`src/mfrd_pkg.sv`:
```
// ============================================================================
// mfrd_pkg
// Shared constants, codes and the rectangle geometry record for the
// monochrome frame buffer rectangle engine.
// ============================================================================
`default_nettype none

package mfrd_pkg;

    // Panel and frame store shape
    parameter int ROW_BYTES   = 13;
    parameter int ROWS        = 212;
    parameter int STORE_BYTES = ROW_BYTES * ROWS;
    parameter int ADDR_W      = $clog2(STORE_BYTES);
    parameter int BYTE_W      = $clog2(ROW_BYTES);

    // Coordinate limits on 8-bit coordinates
    parameter logic [7:0] XMAX    = 8'(ROW_BYTES * 8 - 1);
    parameter logic [7:0] YMAX    = 8'(ROWS - 1);
    parameter logic [8:0] PANEL_W = 9'(ROW_BYTES * 8);
    parameter logic [8:0] PANEL_H = 9'(ROWS);

    // Command codes
    parameter logic MODE_DRAW = 1'b0;
    parameter logic MODE_READ = 1'b1;

    // Colour codes; other codes leave pixels unchanged
    parameter logic [1:0] COL_WHITE = 2'd0;
    parameter logic [1:0] COL_BLACK = 2'd1;

    // Status codes
    parameter logic STAT_DONE   = 1'b0;
    parameter logic STAT_REJECT = 1'b1;

    // Geometry of an accepted rectangle, as the mask logic needs it
    typedef struct packed {
        logic [7:0] x;       // left column, also left edge line
        logic [7:0] xe;      // x + w - 1 (wrapped), right edge column
        logic       w_nz;    // width at least one: horizontal lines paint
        logic       xr_ok;   // right edge column lies on the panel
        logic [7:0] ix_lo;   // first interior column
        logic [7:0] ix_hi;   // last interior column
        logic       w_ge3;   // interior has columns
        logic [7:0] y;       // top row
        logic [7:0] yb;      // y + h - 1 (wrapped), bottom row
        logic       yb_ok;   // bottom row lies on the panel
        logic       h_ge3;   // side edges and interior have rows
        logic       solid;
        logic [1:0] bc;
        logic [1:0] fc;
    } geom_t;

endpackage

`default_nettype wire

```
`src/mfrd_mask.sv`:
```
// ============================================================================
// mfrd_mask
// Builds the set and clear masks for one frame store byte of one row from
// the rectangle geometry: edge pixels take the border colour, interior
// pixels the fill colour.
// ============================================================================
`default_nettype none

module mfrd_mask (
    input  wire mfrd_pkg::geom_t              geom,
    input  wire logic [7:0]                   row,
    input  wire logic [mfrd_pkg::BYTE_W-1:0]  byte_idx,
    output logic [7:0]                        set_mask,
    output logic [7:0]                        clr_mask
);

    logic hline;
    logic vrow;
    logic frow;

    // Classify the row: top or bottom line, side edge row, interior row
    always_comb
    begin
        hline = (row == geom.y) || (geom.yb_ok && (row == geom.yb));
        vrow  = geom.h_ge3 && (row > geom.y) && (row < geom.yb);
        frow  = vrow && geom.solid && geom.w_ge3;
    end

    // Classify each pixel of the byte; bit 7 is the leftmost column
    always_comb
    begin : pix_loop
        logic [7:0] col;
        logic       edge_pix;
        logic       fill_pix;
        set_mask = '0;
        clr_mask = '0;
        for (int i = 0; i < 8; i++)
        begin
            col      = 8'({byte_idx, 3'(7 - i)});
            edge_pix = (hline && geom.w_nz && (col >= geom.x) && (col <= geom.xe))
                     || (vrow && ((col == geom.x) || (geom.xr_ok && (col == geom.xe))));
            fill_pix = frow && (col >= geom.ix_lo) && (col <= geom.ix_hi);
            set_mask[i] = (edge_pix && (geom.bc == mfrd_pkg::COL_BLACK))
                        || (fill_pix && (geom.fc == mfrd_pkg::COL_BLACK));
            clr_mask[i] = (edge_pix && (geom.bc == mfrd_pkg::COL_WHITE))
                        || (fill_pix && (geom.fc == mfrd_pkg::COL_WHITE));
        end
    end

endmodule

`default_nettype wire

```
`config.mk`:
```
export PLATFORM = sky130hd
export DESIGN_NAME = mfrd_mask
export DESIGN_NICKNAME = d
export VERILOG_FILES = /design/src/mfrd_pkg.sv /design/src/mfrd_mask.sv
export SDC_FILE = /design/constraint.sdc
export NUM_CORES = 1
export LEC_CHECK = 0
export BUFFER_PORTS_ARGS = -buffer_cell sky130_fd_sc_hd__buf_2
export CAP_MARGIN = 20
export CORE_MARGIN = 3
export CORE_UTILIZATION = 51
export DETAILED_ROUTE_END_ITERATION = 10
export PLACE_DENSITY_LB_ADDON = 0.3
export SLEW_MARGIN = 20
export SYNTH_ARGS = -nofsm -noshare
export SYNTH_HDL_FRONTEND = slang
export SYNTH_SLANG_ARGS = --single-unit
```
`constraint.sdc`:
```
create_clock -name vclk -period 2.6
set_clock_uncertainty 0.2 [all_clocks]
set_input_delay 0.26 -clock vclk [all_inputs]
set_output_delay 0.26 -clock vclk [all_outputs]
set_load 0.005 [all_outputs]
```
==> results.cfg <==
[drt]
num_vias = 2916
final_antenna_net_count = 0
wl_per_cell_um = 17.0
drc = 0
drtPass1Iterations = 5
first_iter_violations = 236
vias_per_cell = 6.30
wl_mm = 7.87

[timing]
fmax_ghz = 0.377
rsz0062_at_grt = yes
period_minus_slack_ps = 2650
fin_crit_sh_pct = 102
max_slew.worst_pin.slew_ps = 429
setup_viol_count_final = 11
report.final.slew_viol_count = 0
slew_headroom_pct = 71.4
hold_viol = 0
setup_ws_ps = -52.3

[yosys]
synthTopCellsByCount = ha_1, inv_1, nor2_1, nand2_1, a21oi_1
yosysTopAreaCell = ha_1
synth_top_area_share_pct = 22.2
syn_area_um2 = 2030
synthTopCellsByArea = ha_1, inv_1, nor2_1
yosysWarnings = 0
synth_area_per_cell_um2 = 6.60
synth_cell_types = 54
synth_nets = 413
syn_inst = 307
yosysSeqAreaShare_pct = 0

[grt]
grt_max_degree = 13
grt_pass1_vias = 2536
track_usage_pct = 25.8
grt_pass1_wl_mm = 10.9
antenna_found_initial = 0
gr-total-overflow = 0

[worst_setup_path]
required_ps = 2140
crit_path_start_kind = primary input
arrival_ps = 2190
crit_path_end_kind = primary output
critPathLaunch = row[1]
critPathMaxFanout = 5
criticalPathCategory = primary input to primary output
crit_end = clr_mask[6]

[placement]
port_buffers = 86
hpwl_mm = 5.57
gp_congestion = 0.921
pre_cts_ws_ps = -59.4

[pwr]
peakVddDrop_uv = 91.9
cellPowerDensity_nw_per_um2 = 154
p_leak_nw = 1.40
p_total_mw = 0.465

[worst_hold_path]
hold_class = primary input to primary output

[die]
fp.dieH_um = 69.0
num_io_pins = 86
die_w_um = 69.0
core_um2 = 3740
start_util_pct = 54.1
die_area_um2 = 4770
rows = 22

[cells_and_area]
antenna_cells = 0
clock_buffers = 0
layout-drive-gt1-share_pct = 39.0
area_delta_synth_final_pct = 49.2
finalNetCount = 523
nFlopsAndLatches = 0
regArea_um2 = 0

[outcome]
status = finished, violations left
violations = negative setup slack

[job]
max_cap_viol_count = 0
metal layers:
metal  GRT usage, %  routed length, µm
met2           46.8               3900
met4           5.64                412
met1           32.3               2890
met3           3.06                659
met5              0                  0
cell type report:
class	instances	area, µm²
fillers	247	719
well taps	48	60.1
multi-input cells	265	2170
repair buffers	114	659
inverters	36	138
worst max-delay path: stages:
cell	delay, ps
buf_8	110
ha_4	260
nor2b_4	140
o211ai_2	130
a211oi_4	330
o21ai_4	120
or3_4	430
o311ai_4	250
buf_2	160
power breakdown:
group / total, mW / switching (mW) / leakage, nW / internal [mW]
logic: 0.465 / 0.256 / 1.40 / 0.209
registers: 0 / 0 / 0 / 0
clock network: 0 / 0 / 0 / 0
total: 0.465 / 0.256 / 1.40 / 0.209
cell usage in the layout (no fill, tap or decap), types with 4 or more instances in the layout:
cell type  count
a21o_1         4
or3_4          4
inv_1         32
nand3b_1       4
a221o_1        8
nand4_1       11
a31oi_1        6
nor2b_1        8
a21oi_1       18
o21ai_0       16
nor3_2         4
ha_4          13
nand3_1       18
nand2b_1       5
ha_1          23
nor2_1        28
buf_2         83
o221ai_1       4
a22oi_1        4
buf_4         28
nand2_1       21
nor3_1         5
nand4b_1       4
metrics by stage:
| step | TNS [ps] | instance area [µm²] | hold WS [ps] | instances | utilization (%) |
|---|---|---|---|---|---|
| floorplan | 0 | 2030 | 524 | 307 | - |
| global placement | -3.04 | 2670 | 834 | 459 | 71.4 |
| detailed placement | -126 | 2670 | 842 | 459 | 71.4 |
| CTS | -17.0 | 2690 | 847 | 459 | 72.0 |
| global route | -1280 | 3020 | 902 | 463 | 80.8 |
| finish | -282 | 3020 | 861 | 463 | 80.8 |
how the worst min path moves through the flow:
| stage | from | endpoint | slack (ps) | cells after the start |
|---|---|---|---|---|
| 2_1_floorplan | geom[33] | clr_mask[6] | 520 | 3 |
| 3_3_place_gp | geom[39] | clr_mask[1] | 830 | 5 |
| 3_5_place_dp | geom[39] | clr_mask[1] | 840 | 5 |
| 4_1_cts | geom[39] | clr_mask[1] | 850 | 5 |
| 5_1_grt | geom[3] | set_mask[0] | 900 | 5 |
| 6_report | geom[39] | clr_mask[1] | 860 | 5 |
cells by family after synthesis:
logic type	Yosys count	synth area share, %
compound gates	92	32.0
fa+ha+maj	36	22.2
buf+inv	42	7.84
simple gates	137	38.0
timing repair:
action	4_1_cts	5_1_grt
pin swaps	1	20
endpoints found under the setup margin	5	16
setup buffers	0	5
hold buffers	0	0
gates resized for setup	2	48
No activity file was read; power rests on OpenSTA's default activity.
